**src/hdl/lz4d_pkg.sv**
```systemverilog
package lz4d_pkg;

  localparam int WINDOW_LOG2_DEFAULT = 16;
  localparam int LEN_BITS_DEFAULT    = 32;

  // Token nibble value that announces extension bytes, and the extension byte
  // value that announces yet another extension byte.
  localparam logic [3:0] NIBBLE_EXT   = 4'd15;
  localparam logic [7:0] LEN_EXT_BYTE = 8'd255;
  localparam logic [3:0] MIN_MATCH    = 4'd4;

  localparam logic [1:0] ERR_NONE       = 2'd0;
  localparam logic [1:0] ERR_BAD_OFFSET = 2'd1;
  localparam logic [1:0] ERR_TRUNCATED  = 2'd2;
  localparam logic [1:0] ERR_UNEXPECTED = 2'd3;

  typedef struct packed {
    logic       emit;
    logic       from_hist;
    logic [7:0] lit_byte;
    logic       copy_pending;
    logic       block_done;
    logic [1:0] error_code;
  } lz4d_step_t;

endpackage

```
**src/hdl/lz4d_parser.sv**
```systemverilog
module lz4d_parser
  import lz4d_pkg::*;
#(
  parameter int WINDOW_LOG2 = WINDOW_LOG2_DEFAULT,
  parameter int LEN_BITS    = LEN_BITS_DEFAULT
) (
  input  logic                   clk,
  input  logic                   rst,
  input  logic                   accept,
  input  logic                   opcode,
  input  logic [7:0]             in_byte,
  input  logic                   block_end,
  output lz4d_step_t             step,
  output logic [WINDOW_LOG2-1:0] rd_addr,
  output logic [WINDOW_LOG2-1:0] wr_addr
);

  localparam logic [2:0] PH_TOKEN   = 3'd0;
  localparam logic [2:0] PH_LITLEN  = 3'd1;
  localparam logic [2:0] PH_LITERAL = 3'd2;
  localparam logic [2:0] PH_OFF_LO  = 3'd3;
  localparam logic [2:0] PH_OFF_HI  = 3'd4;
  localparam logic [2:0] PH_MATLEN  = 3'd5;
  localparam logic [2:0] PH_COPY    = 3'd6;
  localparam logic [2:0] PH_END     = 3'd7;

  localparam logic [WINDOW_LOG2:0] WIN_SIZE = (WINDOW_LOG2+1)'(1) << WINDOW_LOG2;
  localparam logic [LEN_BITS-1:0]  LEN_MAX  = '1;

  logic [2:0]             phase, phase_next;
  logic [WINDOW_LOG2-1:0] wp, wp_next;
  logic [WINDOW_LOG2:0]   produced, produced_next;
  logic [LEN_BITS-1:0]    lit_rem, lit_rem_next;
  logic [LEN_BITS-1:0]    mat_rem, mat_rem_next;
  logic [3:0]             nibble, nibble_next;
  logic [15:0]            offset, offset_next;

  logic [LEN_BITS:0]      len_sum;
  logic [LEN_BITS-1:0]    len_sat;
  logic [LEN_BITS-1:0]    lit_dec;
  logic [15:0]            off_full;
  logic [7:0]             len_addend;

  always_comb begin
    // Shared saturating adder for both extended lengths. On a match length
    // byte that ends the extension, the minimum match is folded in.
    len_addend = 8'd0;
    if (phase == PH_MATLEN && !block_end && in_byte != LEN_EXT_BYTE) begin
      len_addend = {4'd0, MIN_MATCH};
    end
    len_sum = (phase == PH_LITLEN) ? {1'b0, lit_rem} : {1'b0, mat_rem};
    len_sum = len_sum + (LEN_BITS+1)'(in_byte) + (LEN_BITS+1)'(len_addend);
    len_sat = len_sum[LEN_BITS] ? LEN_MAX : len_sum[LEN_BITS-1:0];
    lit_dec = (lit_rem != '0) ? lit_rem - 1'b1 : lit_rem;
    off_full = {in_byte, offset[7:0]};
  end

  always_comb begin
    phase_next    = phase;
    wp_next       = wp;
    produced_next = produced;
    lit_rem_next  = lit_rem;
    mat_rem_next  = mat_rem;
    nibble_next   = nibble;
    offset_next   = offset;
    step          = '0;
    step.error_code = ERR_NONE;
    rd_addr       = wp - offset[WINDOW_LOG2-1:0];
    wr_addr       = wp;

    if (phase == PH_END) begin
      step.error_code = ERR_UNEXPECTED;
    end else if (opcode) begin
      if (phase != PH_COPY) begin
        step.error_code = ERR_UNEXPECTED;
      end else begin
        step.emit      = 1'b1;
        step.from_hist = 1'b1;
        mat_rem_next   = mat_rem - 1'b1;
        if (mat_rem == LEN_BITS'(1)) begin
          phase_next = PH_TOKEN;
        end
      end
    end else begin
      unique case (phase)
        PH_TOKEN: begin
          nibble_next  = in_byte[3:0];
          lit_rem_next = LEN_BITS'(in_byte[7:4]);
          if (block_end) begin
            phase_next = PH_END;
            if (in_byte[7:4] != 4'd0) begin
              step.error_code = ERR_TRUNCATED;
            end
          end else if (in_byte[7:4] == NIBBLE_EXT) begin
            phase_next = PH_LITLEN;
          end else if (in_byte[7:4] != 4'd0) begin
            phase_next = PH_LITERAL;
          end else begin
            phase_next = PH_OFF_LO;
          end
        end
        PH_LITLEN: begin
          lit_rem_next = len_sat;
          if (block_end) begin
            phase_next      = PH_END;
            step.error_code = ERR_TRUNCATED;
          end else if (in_byte != LEN_EXT_BYTE) begin
            phase_next = PH_LITERAL;
          end
        end
        PH_LITERAL: begin
          step.emit     = 1'b1;
          step.lit_byte = in_byte;
          lit_rem_next  = lit_dec;
          if (lit_dec == '0) begin
            phase_next = block_end ? PH_END : PH_OFF_LO;
          end else if (block_end) begin
            phase_next      = PH_END;
            step.error_code = ERR_TRUNCATED;
          end
        end
        PH_OFF_LO: begin
          offset_next = {8'd0, in_byte};
          if (block_end) begin
            phase_next      = PH_END;
            step.error_code = ERR_TRUNCATED;
          end else begin
            phase_next = PH_OFF_HI;
          end
        end
        PH_OFF_HI: begin
          offset_next = off_full;
          if (block_end) begin
            phase_next      = PH_END;
            step.error_code = ERR_TRUNCATED;
          end else if (off_full == 16'd0 || 17'(off_full) > 17'(produced)) begin
            phase_next      = PH_END;
            step.error_code = ERR_BAD_OFFSET;
          end else if (nibble == NIBBLE_EXT) begin
            mat_rem_next = LEN_BITS'(NIBBLE_EXT);
            phase_next   = PH_MATLEN;
          end else begin
            mat_rem_next = LEN_BITS'(nibble) + LEN_BITS'(MIN_MATCH);
            phase_next   = PH_COPY;
          end
        end
        PH_MATLEN: begin
          mat_rem_next = len_sat;
          if (block_end) begin
            phase_next      = PH_END;
            step.error_code = ERR_TRUNCATED;
          end else if (in_byte != LEN_EXT_BYTE) begin
            phase_next = PH_COPY;
          end
        end
        default: begin
          step.error_code = ERR_UNEXPECTED;
        end
      endcase
    end

    if (step.emit) begin
      wp_next = wp + 1'b1;
      if (produced != WIN_SIZE) begin
        produced_next = produced + 1'b1;
      end
    end

    step.copy_pending = (phase_next == PH_COPY);
    step.block_done   = (phase_next == PH_END);
  end

  always_ff @(posedge clk) begin
    if (rst) begin
      phase    <= PH_TOKEN;
      wp       <= '0;
      produced <= '0;
      lit_rem  <= '0;
      mat_rem  <= '0;
      nibble   <= '0;
      offset   <= '0;
    end else if (accept) begin
      phase    <= phase_next;
      wp       <= wp_next;
      produced <= produced_next;
      lit_rem  <= lit_rem_next;
      mat_rem  <= mat_rem_next;
      nibble   <= nibble_next;
      offset   <= offset_next;
    end
  end

endmodule

```
**config.mk**
```make
export PLATFORM = sky130hd
export DESIGN_NAME = lz4d_parser
export DESIGN_NICKNAME = d
export VERILOG_FILES = /design/src/hdl/lz4d_pkg.sv /design/src/hdl/lz4d_parser.sv
export SDC_FILE = /design/constraint.sdc
export NUM_CORES = 1
export LEC_CHECK = 0
export BUFFER_PORTS_ARGS = -buffer_cell sky130_fd_sc_hd__buf_4
export CAP_MARGIN = 20
export CORE_MARGIN = 8
export CORE_UTILIZATION = 60
export CTS_CLUSTER_DIAMETER = 80
export DETAILED_ROUTE_END_ITERATION = 8
export PLACE_DENSITY_LB_ADDON = 0.25
export SLEW_MARGIN = 20
export SYNTH_ARGS = -nofsm -noshare
export SYNTH_HDL_FRONTEND = slang
export SYNTH_SLANG_ARGS = --single-unit
export TNS_END_PERCENT = 20
```
**constraint.sdc**
```tcl
create_clock -name clk -period 13 [get_ports clk]
set_clock_uncertainty 0.1 [all_clocks]
set_input_delay 2.6 -clock clk [delete_from_list [all_inputs] [get_ports clk]]
set_output_delay 2.6 -clock clk [all_outputs]
set_load 0.005 [all_outputs]
```
# Word-level counts from Yosys, hierarchy flattened
# Index checks and enable logic that the tools add are counted.
# classes
add_sub_neg	8
order_cmp	1
n_eq_ne	17
muxes	48
bitwise	3
reduce_logical	20
# ops
op	count
two-way mux 32 bit	7
one-hot mux 32 bit (3 select lines)	1
one-hot mux 32 bit (2 select lines)	1
subtractor 32 x 1 -> 32 bit, second input constant	2
two-way mux 3 bit	13
adder 32 x 8 -> 33 bit	1
adder 33 x 8 -> 33 bit	1
== test 32 x 1 -> 1 bit, second input constant	1
logical NOT 32 bit	1
one-hot mux 16 bit (2 select lines)	1
nonzero test 32 bit	1
two-way mux 2 bit	14
one-hot mux 3 bit (6 select lines)	1
adder 17 x 1 -> 17 bit, second input constant	1
> comparator 16 x 17 -> 1 bit	1
!= test 17 bit, second input constant	1
adder 16 x 1 -> 16 bit, second input constant	1
logical NOT 16 bit	1
two-way mux 8 bit	2
subtractor 16 bit	1
== test 3 bit, second input constant	5
AND reduction 4 bit	3
two-way mux 10 bit	1
!= test 3 bit, second input constant	3
22 further kinds	32
# word_totals
regBits	120
inputBits	13
output_inout_bits	46
wordCells	105

# Logic depth before layout (Yosys ltp)
# Gate-level depths: netlist (run 1).
# depth
depth_word	8
depth_mapped	23
ltp_nobuf	14

# Worst setup path before layout (run 1)
# OpenSTA, ideal clock, no wires.
# synth_path
kind	in2out
startpoint	in in_byte[4]
endpoint	out step[2] in the netlist's numbering
arrival_ns	4.283
t_required_ns	10.300
path_slack_ns	6.017
path_stages	9
n_path_buf	0
path_cell_list	ha_1 nand4_1 nor3_1 a2bb2oi_1 a21boi_0 nor2_1 o211ai_1 nor3b_1 nor3b_1
# synth_lines
element	line_no	rtl
from (decl)	lz4d_parser.sv:11	input logic [7:0] in_byte,
to (decl)	lz4d_parser.sv:13	output lz4d_step_t step,

==> results.toml, run 1 <==
[setup_path]
reg2reg_to = "mat_rem[4]$_SDFFE_PP0P_"
r2r_start = "phase[2]$_SDFFE_PP0P_"
crit_type = "input pin to output port"
start_kind = "input pin"
reg2reg_depth = 13
cp-end-kind = "output port"
regToRegSetupSlack_ns = 7.62
startpoint = "in_byte[4]"
cp.required_ns = 10.30
arrival_ns = 4.99
crit_path_end = "step[2]"
cp_max_fo = 8

[timing]
holdWs_ns = 0.3505
slew_viol_final = 0
setup_tns_ns = 0
worst_slew_pin_slew_ns = 0.9330
period_share = 0.5916
rsz0062_at_grt = "false"
min_period_ns = 7.691
setup_viol = 0
hold_viol = 0
max_slew_margin = 0.3619
fmax_mhz = 130.0

[clock_network]
cts_buffers = 17
cts_root_buf = "clkbuf_16"
clkTransAtPathRegs_ns = 0.06
cts_resized = 0
clock_path_buffers = 2
h-tree-depth = 4
insertion_delay_ns = 0.43
cts_tree = "yes"
cts.sinks = 120
cts_setup_buffers = 0
cts_hold_buf = 0

[die]
die_x_um = 146.9
row_count = 48
io_pins = 59
core_area_mm2 = 0.01700
fp.dieH_um = 146.9
dieArea_mm2 = 0.02158
start_util = 0.6049

[yosys]
syn_inst = 1447
netlist.area_leader.share = 0.2337
synthFlopType = "dfxtp_1"
netlist_area_mm2 = 0.01028
synthArstFlopShare = 0
synthTopCellsByArea = "dfxtp_1, nor2_1, ha_1"
synthTopCellsByCount = "nor2_1, nand2_1, dfxtp_1, a21oi_1, o21ai_0"
ys_types = 90
ys_ff_latch = 120
syn_nets = 1516
syn_area_per_cell_um2 = 7.105
synth_top_cell_by_area = "dfxtp_1"
synth_most_common_cell = "nor2_1"
yosys_warnings = 0
synth-edff-count = 0
yosysSeqAreaShare = 0.2337

[global_route]
grt_overflow = 0
grt.total_usage = 0.2964
grt_pass1_wl_um = 52930
antenna_found_initial = 0
grt_max_degree = 72
grt_pass1_vias = 10580

[run_status]
status = "finished clean"

[power]
peakVddDrop_v = 0.00009832
power.static_leakage_nw = 4.131
powerDensity_mw_per_mm2 = 97.08

[placement]
place_congestion = 0.9533
port_buffers = 58
dpl.hpwl_um = 23370

[routing]
wl_um = 32650
drtIter0Drc = 1052
drc = 0
antenna_left = 0
vias = 11130
drtPass1Iterations = 5
vias_per_cell = 6.637
wire_per_inst_um = 19.47

[finish]
fill_cells = 1518
final_nets = 1508
final_layout_size_suffix_gt1_frac = 0.09573
n_antenna_cell = 0
syn_to_final_growth_pct = 9.869

[min_path]
min_path_type = "flip-flop to flip-flop"

[run]
maxCapViolCount = 0
-- routing by layer --
| layer | routed length [µm] | GRT usage | part of all wire |
|---|---|---|---|
| met1 | 12830 | 0.3494 | 0.39 |
| met2 | 15470 | 0.4850 | 0.47 |
| met3 | 2429 | 0.05414 | 0.074 |
| met4 | 1925 | 0.1984 | 0.059 |
| met5 | 0 | 0 | 0 |
-- sequential cells by signal, summed over array words and instances (netlist names) --
name,flops
phase,3
offset,16
produced,17
lit_rem,32
mat_rem,32
nibble,4
wr_addr,16
-- critical path, stage by stage --
cell and delay, ns:
buf_4 0.15, ha_1 0.34, nand4_1 0.17, nor3_1 0.24, a2bb2oi_1 0.09, a21boi_0 0.39
nor2_1 0.15, o211ai_1 0.24, nor3b_1 0.26, nor3b_1 0.21, buf_4 0.14
-- area by class of cell --
type	instances	area, µm²	share of cell area
multi-input combinational	1163	7227	0.6398
sequential	120	2402	0.2127
timing repair buffer	71	533.0	0.04719
clock buffer	20	466.7	0.04132
tap	225	281.5	0.02492
inverter	66	247.7	0.02193
clock inverter	12	137.6	0.01218
-- how the worst min path moves through the flow --
stage	depth (start not counted)	end	start	slack (ns)
detailed placement	2	offset[13]$_SDFFE_PP0P_	offset[13]$_SDFFE_PP0P_	0.34
global placement	2	offset[13]$_SDFFE_PP0P_	offset[13]$_SDFFE_PP0P_	0.34
finish	2	offset[13]$_SDFFE_PP0P_	offset[13]$_SDFFE_PP0P_	0.35
CTS	2	offset[13]$_SDFFE_PP0P_	offset[13]$_SDFFE_PP0P_	0.35
global route	2	offset[11]$_SDFFE_PP0P_	offset[11]$_SDFFE_PP0P_	0.38
floorplan	2	offset[10]$_SDFFE_PP0P_	offset[10]$_SDFFE_PP0P_	0.33
-- power breakdown --
group	switching [mW]	total [mW]	internal (mW)
Combinational	0.140	0.217	0.0774
Clock	0.188	0.487	0.300
Sequential	0.0172	0.392	0.375
-- cells by family after synthesis --
logic type / share of synthesized area
compound gates: 0.2498
xor+xnor: 0.06815
fa+ha+maj: 0.07034
buf+inv: 0.06486
flops: 0.2337
mux: 0.02117
simple gates: 0.2920
-- through the flow --
step / worst slack [ns] / power (mW) / util / cell area (µm²) / cells
CTS: 5.375 / 1.092 / 0.6646 / 11300 / 1677
finish: 5.309 / 1.097 / 0.6646 / 11300 / 1677
global route: 5.119 / 1.137 / 0.6646 / 11300 / 1677
detailed placement: 5.415 / 0.6071 / 0.6290 / 10690 / 1645
global placement: 5.515 / 0.6045 / 0.6290 / 10690 / 1645
floorplan: 6.017 / 0.5533 / - / 10280 / 1447
-- placed cells by master (no fill, tap or decap), types with 6 or more instances in the layout --
master / instances
a211oi_1: 24
a21boi_0: 6
a21o_1: 8
a21oi_1: 101
a221oi_1: 12
a22oi_1: 9
a311oi_1: 6
a31oi_1: 24
and2_1: 11
and3_1: 17
buf_4: 71
clkbuf_16: 17
dfxtp_1: 120
ha_1: 53
inv_1: 66
mux2i_1: 15
nand2_1: 134
nand2b_1: 10
nand3_1: 66
nand4_1: 20
nor2_1: 183
nor2b_1: 8
nor3_1: 62
nor4_1: 26
o21a_1: 9
o21ai_0: 101
o21ai_1: 8
o22ai_1: 15
o31ai_1: 8
o32ai_1: 9
or3_1: 19
or4_1: 8
xnor2_1: 54
xor2_1: 26
Power figures use the tool's default switching activity.
==> inputs of run 2 (changes only) <==
==> constraint.sdc (replaced) <==
create_clock -name clk -period 7.1 [get_ports clk]
set_clock_uncertainty 0.1 [all_clocks]
set_input_delay 1.42 -clock clk [delete_from_list [all_inputs] [get_ports clk]]
set_output_delay 1.42 -clock clk [all_outputs]
set_load 0.005 [all_outputs]
==> results.toml, run 2 (synthesized netlist as in run 1, its figures left out) <==
[run_status]
status = "finished clean"

[clock_network]
h-tree-depth = 4
insertion_delay_ns = 0.44
clkTransAtPathRegs_ns = 0.06
cts_buffers = 17
clock_path_buffers = 2
cts_setup_buffers = 0
cts_root_buf = "clkbuf_16"
cts_resized = 0
cts_tree = "yes"
cts.sinks = 120
cts_hold_buf = 0

[placement]
dpl.hpwl_um = 23440
place_congestion = 0.9827
port_buffers = 58
dp_cells = 1647

[global_route]
grt_overflow = 0
grt_max_degree = 94
grt.total_usage = 0.2974
grt_pass1_vias = 10550
antenna_found_initial = 0
grt_pass1_wl_um = 53240

[timing]
rsz0062_at_grt = "false"
period_share = 0.8430
hold_viol = 0
max_slew_margin = 0.2703
setup_tns_ns = 0
worst_slew_pin_slew_ns = 1.067
min_period_ns = 5.985
setup_viol = 0
fmax_mhz = 167.1
slew_viol_final = 0

[routing]
wl_um = 32840
antenna_left = 0
drtPass1Iterations = 5
wire_per_inst_um = 19.56
drc = 0
vias = 11170
vias_per_cell = 6.652
drtIter0Drc = 1184

[run]
maxCapViolCount = 0

[setup_path]
max_stage_delay_ns = 0.74
crit_chain = "inv_1, ha_1, nor4b_1, nand2b_4, or3_1, a31oi_1, nand2_1, or4_1, nor4_1, o22ai_1, buf_4"
cp_max_fo = 10
critPathSlowestCell = "nor4_1"
arrival_ns = 4.47
cp.required_ns = 5.58
path_buf_inv = 2
crit_type = "flip-flop to output port"
start_kind = "flip-flop"
crit_family = "simple AND/OR/NAND/NOR gates"
cp-end-kind = "output port"

[min_path]
min_path_type = "flip-flop to flip-flop"

[die]
start_util = 0.6049
die_x_um = 146.9
dieArea_mm2 = 0.02158
fp.dieH_um = 146.9
row_count = 48
core_area_mm2 = 0.01700
io_pins = 59

[power]
peakVddDrop_v = 0.0001798
powerDensity_mw_per_mm2 = 181.2
power.static_leakage_nw = 4.148

[finish]
stdcell_count = 1679
final_common_cell = "nor2_1"
final_cell_mix = "nor2_1, nand2_1, dfxtp_1, o21ai_0, a21oi_1"
syn_to_final_growth_pct = 10.24
final_nets = 1510
final_util = 0.6668
final_layout_size_suffix_gt1_frac = 0.09629
reg_top3 = "lit_rem (32), mat_rem (32), produced (17)"
n_antenna_cell = 0
-- run 2: cell count changes in the layout (fill, tap and decap cells not counted), sizes merged --
cell,before,now
inv,71,68
buf,71,73
clkbuf,20,18
clkinv,3,6
bufinv,2,4
-- run 2: through the flow --
step	area (µm²)	setup slack (ns)	hold WS, ns	total power [mW]
finish	11330	1.115	0.3543	2.054
CTS	11330	1.147	0.3563	2.043
global route	11330	0.9882	0.3784	2.121
detailed placement	10710	1.628	0.3478	1.111
global placement	10710	1.638	0.3418	1.108
floorplan	10280	1.709	0.3319	1.013
-- run 2: final timing paths --
kind | cells after the start | from | end | slack (ns)
worst max-delay path | 11 | lit_rem[0]$_SDFFE_PP0P_ | step[1] | 1.11
worst min-delay path | 2 | offset[10]$_SDFFE_PP0P_ | offset[10]$_SDFFE_PP0P_ | 0.35
worst max register to register | 13 | phase[0]$_SDFFE_PP0P_ | lit_rem[12]$_SDFFE_PP0P_ | 2.12
worst min register to register | 2 | offset[10]$_SDFFE_PP0P_ | offset[10]$_SDFFE_PP0P_ | 0.35
-- run 2: cell type report --
class | count | area, µm²
Tap cell | 225 | 281.5
Multi-Input combinational cell | 1163 | 7227
Clock inverter | 14 | 197.7
Fill cell | 1443 | 5663
Timing Repair Buffer | 73 | 548.0
Sequential cell | 120 | 2402
Inverter | 66 | 247.7
Clock buffer | 18 | 429.2
-- run 2: power breakdown --
| group | internal (mW) | total [mW] | leakage (nW) | switching, mW |
|---|---|---|---|---|
| Combinational | 0.142 | 0.394 | 2.88 | 0.252 |
| Sequential | 0.686 | 0.716 | 0.970 | 0.0300 |
| Clock | 0.590 | 0.943 | 0.301 | 0.354 |
-- run 2: metal layers --
| metal | track usage | routed length, µm | up-vias |
|---|---|---|---|
| met4 | 0.1647 | 1632 | 0 |
| met5 | 0 | 0 | - |
| li1 | - | - | 5258 |
| met2 | 0.5076 | 15890 | 601 |
| met1 | 0.3534 | 12960 | 5183 |
| met3 | 0.04245 | 2351 | 126 |
-- run 2: worst register-to-register path, cell delays in order (launching register included) --
cell and delay, ns:
dfxtp_1 0.66, nor2b_1 0.35, nand2_1 0.23, nor3_1 0.30, fa_1 0.52, ha_1 0.34
a211oi_1 0.10, o21ai_0 0.33, nand4_2 0.31, and2_0 0.39, or3_1 0.62, o21ai_1 0.34
a211oi_1 0.14, nor3_1 0.18
